<file path="config.mk">
export PLATFORM = sky130hd
export DESIGN_NAME = qsu_fifo
export DESIGN_NICKNAME = d
export VERILOG_FILES = /design/src/rtl/qsu_pkg.sv /design/src/rtl/qsu_fifo.sv
export SDC_FILE = /design/constraint.sdc
export NUM_CORES = 1
export LEC_CHECK = 0
export BUFFER_PORTS_ARGS = -buffer_cell sky130_fd_sc_hd__buf_2
export CAP_MARGIN = 20
export CELL_PAD_IN_SITES_DETAIL_PLACEMENT = 1
export CELL_PAD_IN_SITES_GLOBAL_PLACEMENT = 2
export CORE_MARGIN = 1
export CORE_UTILIZATION = 40
export DETAILED_ROUTE_END_ITERATION = 7
export GPL_TIMING_DRIVEN = 0
export PLACE_DENSITY_LB_ADDON = 0.25
export SETUP_SLACK_MARGIN = 0.1
export SYNTH_ARGS = -nofsm -noshare
export SYNTH_HDL_FRONTEND = slang
export SYNTH_SLANG_ARGS = --single-unit
</file>
<file path="constraint.sdc">
create_clock -name clock -period 7.7 [get_ports clock]
set_input_delay 1.54 -clock clock [delete_from_list [all_inputs] [get_ports clock]]
set_output_delay 1.54 -clock clock [all_outputs]
set_load 0.01 [all_outputs]
</file>
<file path="src/rtl/qsu_pkg.sv">
`timescale 1ns / 1ps
// Shared constants, types and the arctangent table of the slerp unit.
package qsu_pkg;

   localparam int COMP_W       = 16;
   localparam int BLEND_W      = 17;
   localparam int THR_W        = 17;
   localparam int Q16_SH       = 16;
   localparam int ONE_Q16      = 65536;
   localparam int FRAC_W       = 20;
   localparam int THR_SH       = FRAC_W - Q16_SH;
   localparam int DOT_SHIFT    = 2 * (COMP_W - 2) - FRAC_W;
   localparam int PROD_W       = 2 * COMP_W - DOT_SHIFT;
   localparam int DOT_W        = PROD_W + 2;
   localparam int RAD_W        = 2 * FRAC_W + 1;
   localparam int SQRT_BITS    = FRAC_W + 1;
   localparam int CORDIC_STEPS = 16;
   localparam int DIV_STEPS    = 16;
   localparam int CW           = 26;
   localparam int ANG_W        = 19;
   localparam int FIFO_DEPTH   = 4;
   localparam int FIFO_AW      = $clog2(FIFO_DEPTH);
   localparam int DATA_IN_W    = ((8 * COMP_W + BLEND_W + 7) / 8) * 8;
   localparam int OUT_W        = ((4 * COMP_W + 7) / 8) * 8;
   localparam int CSR_ADDR_W   = 3;
   localparam int CSR_DATA_W   = 32;

   localparam logic [CW-1:0]             INV_GAIN        = CW'(636751);
   localparam logic [THR_W-1:0]          THRESHOLD_RESET = THR_W'(65529);
   localparam logic [CSR_ADDR_W-3:0]     REG_THRESHOLD   = '0;

   typedef struct packed {
      logic [3:0][COMP_W-1:0] a;
      logic [3:0][COMP_W:0]   b;
      logic [BLEND_W-1:0]     t;
      logic [FRAC_W-1:0]      c;
      logic                   use_sine;
   } qsu_item_type;

   function automatic logic signed [ANG_W-1:0] atan_q16(input int unsigned idx);
      logic signed [ANG_W-1:0] v;
      case (idx)
         0: v = ANG_W'(51472);
         1: v = ANG_W'(30386);
         2: v = ANG_W'(16055);
         3: v = ANG_W'(8150);
         4: v = ANG_W'(4091);
         5: v = ANG_W'(2047);
         6: v = ANG_W'(1024);
         7: v = ANG_W'(512);
         8: v = ANG_W'(256);
         9: v = ANG_W'(128);
         10: v = ANG_W'(64);
         11: v = ANG_W'(32);
         12: v = ANG_W'(16);
         13: v = ANG_W'(8);
         14: v = ANG_W'(4);
         15: v = ANG_W'(2);
         default: v = '0;
      endcase
      return v;
   endfunction

endpackage

</file>
<file path="src/rtl/qsu_fifo.sv">
`timescale 1ns / 1ps
// Short queue between the front end and the weight pipeline.
module qsu_fifo import qsu_pkg::*; (
   input  logic         clock,
   input  logic         reset,
   input  logic         wr_valid,
   output logic         wr_ready,
   input  qsu_item_type wr_item,
   output logic         rd_valid,
   input  logic         rd_ready,
   output qsu_item_type rd_item
);

   qsu_item_type         mem_ff [FIFO_DEPTH];
   logic [FIFO_AW-1:0]   wr_ptr_ff;
   logic [FIFO_AW-1:0]   rd_ptr_ff;
   logic [FIFO_AW:0]     count_ff;
   logic                 do_wr;
   logic                 do_rd;

   assign wr_ready = count_ff != (FIFO_AW+1)'(FIFO_DEPTH);
   assign rd_valid = count_ff != '0;
   assign do_wr    = wr_valid && wr_ready;
   assign do_rd    = rd_valid && rd_ready;
   assign rd_item  = mem_ff[rd_ptr_ff];

   always_ff @(posedge clock) begin
      if (reset) begin
         wr_ptr_ff <= '0;
         rd_ptr_ff <= '0;
         count_ff  <= '0;
      end else begin
         if (do_wr) wr_ptr_ff <= wr_ptr_ff + 1'b1;
         if (do_rd) rd_ptr_ff <= rd_ptr_ff + 1'b1;
         if (do_wr && !do_rd) count_ff <= count_ff + 1'b1;
         else if (do_rd && !do_wr) count_ff <= count_ff - 1'b1;
      end
   end

   always_ff @(posedge clock) begin
      if (do_wr) mem_ff[wr_ptr_ff] <= wr_item;
   end

endmodule

</file>
**Yosys cells after proc, flatten, opt, wreduce, memory -nomap -nowiden**

Memory sizes are Yosys's and may differ from the RTL's. A register that Yosys moved wholly into a read port is not among the register bits.
Cells that the tools add are included.
W data, S select, Z words.

- Memory bits (writable): 680
- Output and inout port bits: 172
- Memories kept: 1
- Logic and storage cells: 23
- Input port bits: 174
- Register bits: 7

- Equality and inequality tests: 1
- Reduce and logical (&&, ||, !) cells: 8
- Multiplexer cells: 6
- $add $sub $neg: 4

Memories:

| memory | depth | width | rd ports | clocked after Yosys merged registers in | write ports | line | source |
|---|---|---|---|---|---|---|---|
| mem_ff | 4 | 170 | 1 | 1 | 1 | qsu_fifo.sv:14 | `qsu_item_type mem_ff [FIFO_DEPTH];` |

Operators by type and width:

| operator | number |
|---|---|
| $mux W3 | 2 |
| $add A2 B1 Y2 const B | 2 |
| $logic_and A1 B1 Y1 | 4 |
| $mux W2 | 2 |
| $add A3 B1 Y3 const B | 1 |
| $ne A3 B3 Y1 const B | 1 |
| $reduce_bool A3 Y1 | 1 |
| $sub A3 B1 Y3 const B | 1 |
| $logic_not A1 Y1 | 2 |
| $mux W1 | 2 |
| $reduce_bool A2 Y1 | 1 |

**Logic depth before layout (Yosys ltp)**

- Depth in word-level cells: 6
- Mapped depth: 8
- Gate-level depth less buffers: 8

**Least setup slack after synthesis**

OpenSTA, ideal clock, no wires.

- Path type: input to register
- From: input wr_valid
- To: memory mem_ff[0][0] in the netlist's numbering (enable)
- Arrival time: 5731 ps
- Cell stages on the path: 2
- Required time: 7149 ps
- Buffers on the path: 0
- Slack: 1419 ps
- Setup time: 551 ps
- Path through: a21boi_2 and2_1

- Cells in the longest elaborated chain, start to end: 3

Ends and longest elaborated chain:

| item | line | source |
|---|---|---|
| from (decl) | qsu_fifo.sv:6 | `input logic wr_valid,` |
| $logic_and A1 B1 Y1 | qsu_fifo.sv:23 | `assign do_wr = wr_valid && wr_ready;` |
| $mux W1 | qsu_fifo.sv:41 | `if (do_wr) mem_ff[wr_ptr_ff] <= wr_item;` |
| $mux W1 (not written as such) | qsu_fifo.sv:41 |  |
| to (decl) | qsu_fifo.sv:14 |  |

No other way between the ends.

==> flow_summary.yaml <==
run_status:
  run_status: "finished, final reports clean"
sta:
  holdWs_ps: 535
  maxSlewHeadroom: 0.442
  report.final.slew_viol_count: 0
  fin_skew_ps: 17.7
  finalSetupViolCount: 0
  tns_ps: 0
  fin_crit_ps: 4050
  finalHoldViolCount: 0
  tightest_slew_ps: 837
  worst_slack_ps: 3650
  grt_setup_unrepaired: "false"
  min_period_over_period: 0.526
  fmax_mhz: 247
die:
  pin_count: 346
  die_w_um: 252
  die_y_um: 252
  dieArea_um2: 63400
  initial_core_util: 0.405
  rows: 91
  core_um2: 61700
yosys:
  ys.flop_type: "edfxtp_1"
  synth_top_area_frac: 0.818
  synth_common_cells: "680 x edfxtp_1, 170 x mux4_2, 19 x buf_2"
  synth.most_common_cell: "edfxtp_1"
  ys_ff_latch: 689
  synth-edff-count: 680
  synthCells: 936
  syn_avg_cell_area_um2: 26.7
  yosysUniqueCellTypes: 22
  syn-num-nets: 1116
  yosys.area.top_type: "edfxtp_1"
  yosysWarnings: 0
  ys_async_sr_fraction: 0
  synth_area_um2: 25000
  ys_seq_area_frac: 0.825
  ys_top_cells_by_area: "edfxtp_1 82%, mux4_2 15%, dfxtp_1 0.72%"
clock_tree:
  cts_max_level: 3
  clk_latency_ps: 600
  hold_buffers: 0
  clock_sinks: 689
  cts_tree: "yes"
  cts_buffers: 75
  postCtsSetupBuffers: 0
  cts-resized-gates: 0
  clk_root_buffer_cell: "clkbuf_16"
  clockBufferDepth: 3
  cts.clk_slew.worst_paths_ps: 60
min_path:
  holdCritPathClass: "reg2reg"
pwr:
  p_sw_frac: 0.264
  internal-power_mw: 7.78
  leakagePower_nw: 10.2
  peakVddDrop_v: 0.000241
  power.switching_mw: 2.80
  seqPwrFrac: 0.438
  clkPwrFrac: 0.334
  combPwrFrac: 0.228
  cellPowerDensity_nw_per_um2: 346
global_route:
  track_usage: 0.168
  grt_pass1_wl_mm: 78.6
  grt_pass1_vias: 12500
  antenna_found_initial: 15
  grt_max_degree: 54
  gr-total-overflow: 0
detailed_routing:
  route.vias.total: 11400
  drc: 0
  ant_nets: 0
  initialDrtViolationCount: 609
  wire_per_inst_um: 23.4
  drt-total-wl_mm: 53.0
  routed_via_density: 5.01
  firstDrtPassIters: 4
worst_setup_path:
  endpoint_kind: "output port"
  startpoint_type: "flop"
  path_max_fanout: 10
  crit_slowest_cell: "buf_2"
  arrival_ps: 2510
  worst_ep_required_time_ps: 6160
  reg2reg_slack_ps: 4930
  crit_family: "buffers and inverters"
  r2r_start: "count_ff[0]$_SDFFE_PP0P_"
  r2r_cells: 5
  cp_slowest_stage_delay_ps: 430
  path_cells: "buf_2 > buf_2 > buf_2 > mux4_2 > buf_2"
  endpoint: "rd_item[124]"
  path_buf_inv: 4
  rr_endpoint: "mem_ff[1][100]$_DFFE_PP_"
  worstSetupPathType: "reg2out"
  worst_path_most_repeated_cell: "buf_2"
  worstSetupPathDepth: 5
final_layout:
  finalNonFillerCells: 2268
  syn_to_final_growth_pct: 22.3
  nets: 1550
  drive_above_1_share: 0.470
  finish.utilization: 0.495
placement:
  hpwl_mm: 33.4
  portBuffers: 344
  pre_cts_ws_ps: 3800
  gp_congestion: 0.694
  placed_cells: 2130
job:
  cap_violations: 0
==> layout make-up <==
| type | count | area [um^2] |
|---|---|---|
| plain buffers | 39 | 260 |
| clock buffers | 97 | 2020 |
| multi-input cells | 205 | 4110 |
| clock inverters | 39 | 405 |
| fillers | 5583 | 31200 |
| inverters | 3 | 11.3 |
| diodes | 2 | 5.00 |
| repair buffers | 357 | 2070 |
| flip-flops and latches | 689 | 20600 |
| well taps | 837 | 1050 |
==> per-layer routing <==
layer | track usage | vias to the layer above | share of wire
met5 | 0 | - | 0.0030
met4 | 0.0590 | 26 | 0.026
met3 | 0.0546 | 116 | 0.067
met2 | 0.282 | 291 | 0.51
met1 | 0.204 | 6002 | 0.40
li1 | - | 4933 | -
==> cells by family after synthesis <==
kind of cell	share of synthesized area
adder cells (fa/ha/maj)	0.00331
AO/OA/AOI/OAI	0.00150
buffers and inverters	0.0109
AND/OR/NAND/NOR	0.00336
flip-flops	0.825
multiplexers	0.155
XOR/XNOR	0.00140
==> registers in the layout, indices dropped and copies added (netlist names), named ones only <==
name	flops
count_ff	3
mem_ff	680
rd_ptr_ff	2
wr_ptr_ff	2
==> how the worst min path moves through the flow <==
stage	from	to	slack, ps	cells past startpoint
global route	wr_ptr_ff[1]$_SDFFE_PP0P_	wr_ptr_ff[1]$_SDFFE_PP0P_	570	2
global placement	wr_ptr_ff[1]$_SDFFE_PP0P_	wr_ptr_ff[1]$_SDFFE_PP0P_	510	2
CTS	rd_ptr_ff[0]$_SDFFE_PP0P_	flop	540	2
finish	rd_ptr_ff[0]$_SDFFE_PP0P_	rd_ptr_ff[0]$_SDFFE_PP0P_	540	2
floorplan	wr_ptr_ff[1]$_SDFFE_PP0P_	wr_ptr_ff[1]$_SDFFE_PP0P_	480	2
detailed placement	rd_ptr_ff[0]$_SDFFE_PP0P_	rd_ptr_ff[0]$_SDFFE_PP0P_	510	2
==> per-stage QoR <==
step	total power, mW	area (um^2)
after global routing	11.0	30500
after global placement	7.23	27700
after floorplan	6.24	25000
final	10.6	30500
after CTS	10.8	30500
after detailed placement	7.20	28100
==> power groups by stage <==
stage	sequential, mW	combinational (mW)	clock, mW
floorplan	4.75	1.49	0
global placement	4.83	2.40	0
detailed placement	4.72	2.48	0
CTS	4.64	2.49	3.64
global route	4.66	2.60	3.76
finish	4.63	2.41	3.53
==> worst reg2reg max path: cells and delay by family (launching register included) <==
| family | cells | cell delay (ps) |
|---|---|---|
| simple gates | 2 | 890 |
| compound gates | 1 | 360 |
| flops | 1 | 470 |
| buf+inv | 2 | 680 |
==> placed cells by master (no fill, tap or decap), drive strengths merged <==
master	count
a21boi	1
a21oi	1
and2	4
buf	388
bufinv	7
clkbuf	105
clkinv	28
clkinvlp	1
dfxtp	9
diode	2
edfxtp	680
fa	1
ha	5
inv	6
mux2	1
mux2i	2
mux4	170
nand2	1
nand2b	2
nor2	8
o21ai	1
o311ai	1
o31ai	1
or3	2
xor2	4
(Power assumes the default switching activity.)
