[src/rtl/qsu_pkg.sv]
`timescale 1ns / 1ps
// Shared constants, types and the arctangent table of the slerp unit.
package qsu_pkg;

   localparam int COMP_W       = 16;
   localparam int BLEND_W      = 17;
   localparam int THR_W        = 17;
   localparam int Q16_SH       = 16;
   localparam int ONE_Q16      = 65536;
   localparam int FRAC_W       = 20;
   localparam int THR_SH       = FRAC_W - Q16_SH;
   localparam int DOT_SHIFT    = 2 * (COMP_W - 2) - FRAC_W;
   localparam int PROD_W       = 2 * COMP_W - DOT_SHIFT;
   localparam int DOT_W        = PROD_W + 2;
   localparam int RAD_W        = 2 * FRAC_W + 1;
   localparam int SQRT_BITS    = FRAC_W + 1;
   localparam int CORDIC_STEPS = 16;
   localparam int DIV_STEPS    = 16;
   localparam int CW           = 26;
   localparam int ANG_W        = 19;
   localparam int FIFO_DEPTH   = 4;
   localparam int FIFO_AW      = $clog2(FIFO_DEPTH);
   localparam int DATA_IN_W    = ((8 * COMP_W + BLEND_W + 7) / 8) * 8;
   localparam int OUT_W        = ((4 * COMP_W + 7) / 8) * 8;
   localparam int CSR_ADDR_W   = 3;
   localparam int CSR_DATA_W   = 32;

   localparam logic [CW-1:0]             INV_GAIN        = CW'(636751);
   localparam logic [THR_W-1:0]          THRESHOLD_RESET = THR_W'(65529);
   localparam logic [CSR_ADDR_W-3:0]     REG_THRESHOLD   = '0;

   typedef struct packed {
      logic [3:0][COMP_W-1:0] a;
      logic [3:0][COMP_W:0]   b;
      logic [BLEND_W-1:0]     t;
      logic [FRAC_W-1:0]      c;
      logic                   use_sine;
   } qsu_item_type;

   function automatic logic signed [ANG_W-1:0] atan_q16(input int unsigned idx);
      logic signed [ANG_W-1:0] v;
      case (idx)
         0: v = ANG_W'(51472);
         1: v = ANG_W'(30386);
         2: v = ANG_W'(16055);
         3: v = ANG_W'(8150);
         4: v = ANG_W'(4091);
         5: v = ANG_W'(2047);
         6: v = ANG_W'(1024);
         7: v = ANG_W'(512);
         8: v = ANG_W'(256);
         9: v = ANG_W'(128);
         10: v = ANG_W'(64);
         11: v = ANG_W'(32);
         12: v = ANG_W'(16);
         13: v = ANG_W'(8);
         14: v = ANG_W'(4);
         15: v = ANG_W'(2);
         default: v = '0;
      endcase
      return v;
   endfunction

endpackage

[src/rtl/qsu_front.sv]
`timescale 1ns / 1ps
// Front end: takes beats, forms the dot product and classifies each pair.
module qsu_front import qsu_pkg::*; (
   input  logic                 clock,
   input  logic                 reset,
   input  logic                 req_tvalid,
   output logic                 req_tready,
   input  logic [DATA_IN_W-1:0] req_tdata,
   input  logic [THR_W-1:0]     threshold,
   output logic                 wr_valid,
   input  logic                 wr_ready,
   output qsu_item_type         wr_item
);

   localparam int CMP_W = DOT_W + 1;

   logic                          f_valid_ff;
   logic [3:0][COMP_W-1:0]        a_ff;
   logic [3:0][COMP_W-1:0]        b_ff;
   logic [BLEND_W-1:0]            t_ff;
   logic signed [PROD_W-1:0]      prod_ff [4];
   logic signed [PROD_W-1:0]      prod_in [4];
   logic signed [2*COMP_W-1:0]    full [4];
   logic signed [2*COMP_W-1:0]    shifted [4];
   logic                          accept;
   logic signed [DOT_W-1:0]       dot;
   logic [DOT_W-1:0]              cabs;
   logic                          pass;
   logic                          neg;
   logic signed [COMP_W:0]        bext;

   assign req_tready = !f_valid_ff || wr_ready;
   assign accept     = req_tvalid && req_tready;

   always_comb begin
      for (int j = 0; j < 4; j++) begin
         full[j]    = $signed(req_tdata[j*COMP_W +: COMP_W])
                    * $signed(req_tdata[(4+j)*COMP_W +: COMP_W]);
         shifted[j] = full[j] >>> DOT_SHIFT;
         prod_in[j] = shifted[j][PROD_W-1:0];
      end
   end

   always_ff @(posedge clock) begin
      if (reset) begin
         f_valid_ff <= 1'b0;
      end else if (req_tready) begin
         f_valid_ff <= req_tvalid;
      end
   end

   always_ff @(posedge clock) begin
      if (accept) begin
         for (int j = 0; j < 4; j++) begin
            a_ff[j]    <= req_tdata[j*COMP_W +: COMP_W];
            b_ff[j]    <= req_tdata[(4+j)*COMP_W +: COMP_W];
            prod_ff[j] <= prod_in[j];
         end
         t_ff <= req_tdata[8*COMP_W +: BLEND_W];
      end
   end

   always_comb begin
      dot = '0;
      for (int j = 0; j < 4; j++) begin
         dot = dot + DOT_W'(prod_ff[j]);
      end
      pass = (t_ff == '0) || (t_ff >= BLEND_W'(ONE_Q16));
      neg  = dot[DOT_W-1] && !pass;
      cabs = dot[DOT_W-1] ? DOT_W'(-dot) : DOT_W'(dot);
      wr_item.a = a_ff;
      for (int j = 0; j < 4; j++) begin
         bext         = (COMP_W+1)'($signed(b_ff[j]));
         wr_item.b[j] = neg ? -bext : bext;
      end
      wr_item.t = (t_ff >= BLEND_W'(ONE_Q16)) ? BLEND_W'(ONE_Q16) : t_ff;
      wr_item.c = cabs[FRAC_W-1:0];
      wr_item.use_sine = !pass
         && (CMP_W'(cabs) <= CMP_W'({threshold, {THR_SH{1'b0}}}))
         && (cabs < (DOT_W'(1) << FRAC_W));
   end

   assign wr_valid = f_valid_ff;

endmodule

[config.mk]
export PLATFORM = sky130hd
export DESIGN_NAME = qsu_front
export DESIGN_NICKNAME = d
export VERILOG_FILES = /design/src/rtl/qsu_pkg.sv /design/src/rtl/qsu_front.sv
export SDC_FILE = /design/constraint.sdc
export NUM_CORES = 2
export LEC_CHECK = 0
export ABC_AREA = 1
export BUFFER_PORTS_ARGS = -buffer_cell sky130_fd_sc_hd__clkbuf_2
export CORE_ASPECT_RATIO = 0.6
export CORE_MARGIN = 2
export CORE_UTILIZATION = 61
export DETAILED_ROUTE_END_ITERATION = 8
export GPL_ROUTABILITY_DRIVEN = 0
export PLACE_DENSITY = 0.8
export SLEW_MARGIN = 30
export SYNTH_ARGS = -nofsm -noshare
export SYNTH_HDL_FRONTEND = slang
export SYNTH_SLANG_ARGS = --single-unit
export TNS_END_PERCENT = 5
[constraint.sdc]
create_clock -name clock -period 18.22 [get_ports clock]
set_clock_uncertainty 0.05 [all_clocks]
set_input_delay 1.822 -clock clock [delete_from_list [all_inputs] [get_ports clock]]
set_output_delay 1.822 -clock clock [all_outputs]
set_load 0.05 [all_outputs]
Yosys cells after proc, flatten, opt, wreduce, memory -nomap -nowiden
Memories as Yosys holds them, arrays and structs flattened.
Index checks and enable logic that the tools add are counted.
W data, S select, Z words.

word-level totals
  bits in registers = 146
  bits in writable memories = 96
  input port bits = 173
  memories = 1

memories
  memory   depth  width  read ports  clocked after memory_dff  wr ports  line             RTL
  prod_ff  4      24     4           0                         4         qsu_front.sv:21  logic signed [PROD_W-1:0] prod_ff [4];

cells by class
  add/subtract/negate cells = 8
  $mul = 4
  order comparisons = 3
  muxes and demuxes = 8
  reduce and logical (&&, ||, !) cells = 9

operators by type and width
  cell                    count
  $mul A16 B16 Y32        4
  $mux W17                5
  $neg A16 Y17            4
  $add A25 B24 Y26        1
  $add A26 B24 Y26        1
  $le A26 B21 Y1          1
  $lt A26 B21 Y1 const B  1
  $mux W26                1
  $neg A26 Y26            1
  $add A24 B24 Y25        1
  $ge A17 B17 Y1 const B  1
  $logic_not A17 Y1       1
  $logic_and A1 B1 Y1     4
  $logic_not A1 Y1        2
  $logic_or A1 B1 Y1      2
  $mux W1                 2

Longest topological paths before layout
  word-level depth = 8
  mapped depth = 32

Worst setup path before layout
OpenSTA, ideal clock, no wires.

  path type = in2reg
  start = input port req_tvalid
  end = register b_ff[0] (netlist name), enable pin
  library setup time = 0.922 ns
  arrival time = 13.423 ns
  required time = 17.248 ns
  setup slack = 3.825 ns
  stages on the path = 2
  path buffers = 0
  cell sequence = inv_1 a21oi_1

on the way
  word-level cells in the longest chain between the ends = 1

RTL lines
  item                             line             RTL
  from (decl)                      qsu_front.sv:6   input logic req_tvalid,
  $logic_and A1 B1 Y1              qsu_front.sv:33  assign accept = req_tvalid && req_tready;
  via accept                       qsu_front.sv:25  logic accept;
  to (signal, indexed assignment)  qsu_front.sv:56  b_ff[j] <= req_tdata[(4+j)*COMP_W +: COMP_W];
  to (decl)                        qsu_front.sv:19  logic [3:0][COMP_W-1:0] b_ff;

The timed path passes the listed nets, and every way through them passes these cells.
A chain may end at the register's enable or synchronous reset.

==> summary.md <==
| Metric | Value |
|---|---|
| Max Buffers Root-to-Sink | 3 |
| Commonest non-fill, non-tap cells in the layout | inv_1 (1839), nand2_1 (1411), fa_1 (1093) |
| Initial DRC Count | 4063 |
| WHS Endpoint | wr_valid |
| Dpl hpwl | 110 mm |
| Outcome | completed |
| Fraction of the mapped netlist area in adder cells | 50.3% |
| Setup TNS | 0 ns |
| Via/cell ratio | 5.38 |
| WS Path Type | flip-flop to output port |
| Max-slew headroom | 37.7% |
| Setup violators final | 0 |
| IO buf count | 337 |
| R2R Setup Slk | 15.24 ns |
| First-pass GRT wire length | 219 mm |
| Initial antenna violation count | 0 |
| Area Overhead vs Synth | 6.29% |
| Inserted Diodes | 0 |
| Final min period | 8.37 ns |
| Post-synthesis compound-gate area fraction | 3.41% |
| Hold path depth | 2 |
| Syn nets | 7772 |
| Final Hold Vio Count | 0 |
| Fillers | 6901 |
| Critical path launch point | prod_ff[2][1] |
| Top cell type's share of synthesized area | 41.7% |
| Die Width | 383 um |
| Initial core utilization | 61.5% |
| Drc violations | 0 |
| Row cnt | 83 |
| Critical Path Source Type | flip-flop |
| Largest net degree at the start of global routing | 77 |
| Layout cells sized above 1 | 7.40% |
| Dpl cells | 7433 |
| CP peak stage delay | 0.51 ns |
| Final ANT Viol Nets | 0 |
| Root Driver | clkbuf_16 |
| Depth of the worst register-to-register path | 4 |
| MaxCap Viol Count | 0 |
| Worst-Margin Slew | 0.926 ns |
| Sequential cell area fraction in the yosys report | 13.8% |
| DRT Pass-1 Iters | 8 |
| GRT overflow | 0 |
| Critical Path AT | 6.49 ns |
| Reg clk slew, reported paths | 0.07 ns |
| Largest cells by area after synthesis | fa_1 (42%), edfxtp_1 (14%), inv_1 (13%) |
| Critical path's slowest cell | fa_1 |
| Top cell by count, worst path | nand2_1 |
| H-tree Lvls | 1 |
| Worst EP required | 16.35 ns |
| Largest family of logic cells by synthesized area | adder cells |
| Post-synthesis mux area share | 0% |
| # hold bufs at CTS | 0 |
| WL final | 134 mm |
| Hold wc startpoint | wr_valid |
| FF-to-FF Start | wr_valid |
| I/O pin count | 345 |
| Drt wl/cell | 17.9 um |
| Total track usage | 31.4% |
| Die span in y | 231 um |
| Design area | 55800 sq um |
| Fin crit share | 45.9% |
| Netlist cell types | 44 |
| Core area | 85400 sq um |
| Mapped Cells | 6143 |
| Fmax | 0.120 GHz |
| Die Area | 88600 sq um |
| Clk Latency, worst-skew pair | 0.61 ns |
| Max Slew Vio Count | 0 |
| Commonest non-fill, non-tap cell in the layout | inv_1 |
| Syn. warnings | 0 |
| NumNets Final | 7944 |
| Synth Register Bits | 242 |
| Largest area contributor in the netlist | fa_1 |
| Vias in the first global route | 41600 |
| CTS buffer count | 27 |
| Worst R2R End | wr_item[148] |
| TritonCTS clock tree | done |
| Post-route insts no fill | 7482 |
| Clk sink count | 242 |
| XOR/XNOR share of the synthesized area | 3.50% |
| Syn_area_per_cell | 8.55 sq um |
| DP Area | 54900 sq um |
| Vias | 40300 |
| Critical path fanouts, max | 26 |
| Synth Cell Area | 52500 sq um |
| Synth Area in Simple Gates | 14.3% |
| Worst Hold Class | flip-flop to flip-flop |
| Post_cts resized | 0 |
| Post-CTS setup buffer count | 0 |
| RSZ-0062 raised after global routing | no |
| CP Capture Type | output port |
## worst max path at each step
stage	end	slack [ns]	depth (start not counted)
4_1_cts	wr_item[0]	9.94	29
5_1_grt	wr_item[0]	9.56	31
6_report	wr_item[0]	9.85	31
3_5_place_dp	prod_ff[2][21]	10.08	23
3_3_place_gp	prod_ff[3][21]	10.21	22
2_1_floorplan	b_ff[0]	3.83	2
## flip-flops by register name, summed over array words and instances, names as in the netlist
register,flops
wr_item,64
prod_ff,96
b_ff,64
t_ff,17
wr_valid,1
## final cells by class
cell class              instances  area (sq um)  share of cell area, %
multi-input cells            3861         37600                   67.3
flip-flops and latches        242          7260                   13.0
inverters                    1842          6910                   12.4
repair buffers                341          1720                   3.08
well taps                    1147          1440                   2.57
clock buffers                  28           679                   1.22
clock inverters                21           239                  0.428
## cells in the mapped netlist, drive strengths merged
cell     count
inv       1842
xor2       125
nand3       80
o21ai       99
nor2       210
a41oi        2
nand2     1419
a221oi       3
nor3        52
clkbuf     186
xnor2       85
nand4       31
nand3b       8
a21boi       2
buf         12
o211ai       4
ha         363
a211oi       1
fa        1093
and2         1
o221ai       3
a31oi       17
o221a        1
or2         58
nor4         9
dfxtp        1
o31ai        7
o21a        10
o311ai       2
edfxtp     241
a2111oi      2
a21o         2
a21oi      165
o21bai       7
## stage by stage
stage	hold slack [ns]	setup WS [ns]	utilization (%)
2_1_floorplan	1.02	3.83	-
3_3_place_gp	0.518	10.21	64.3
3_5_place_dp	0.541	10.08	64.3
4_1_cts	0.548	9.94	65.4
5_1_grt	0.576	9.56	65.4
6_report	0.546	9.85	65.4
## worst max-delay path, delay by kind of cell, from the launching register on
family                   cells  cell delay (ns)
adder cells (fa/ha/maj)      5             1.99
AND/OR/NAND/NOR             16             1.72
buffers and inverters        5             0.79
AO/OA/AOI/OAI                4             0.69
flip-flops                   1             0.38
XOR/XNOR                     1             0.25
## cells by family after synthesis
group / count (synthesis)
AO/OA/AOI/OAI: 327
XOR/XNOR: 210
adder cells (fa/ha/maj): 1456
buffers and inverters: 2040
flip-flops: 242
AND/OR/NAND/NOR: 1868
## routing by layer
metal	wire, um	vias to the layer above	track usage (%)
met5	0	-	0
li1	-	18000	-
met1	56400	19800	46.4
met4	3130	0	6.68
met2	59000	2149	48.1
met3	15100	248	6.64
Power is left out: the tool's default activity adds up to more than one toggle a clock period on the data nets, which glitch-free logic cannot reach.
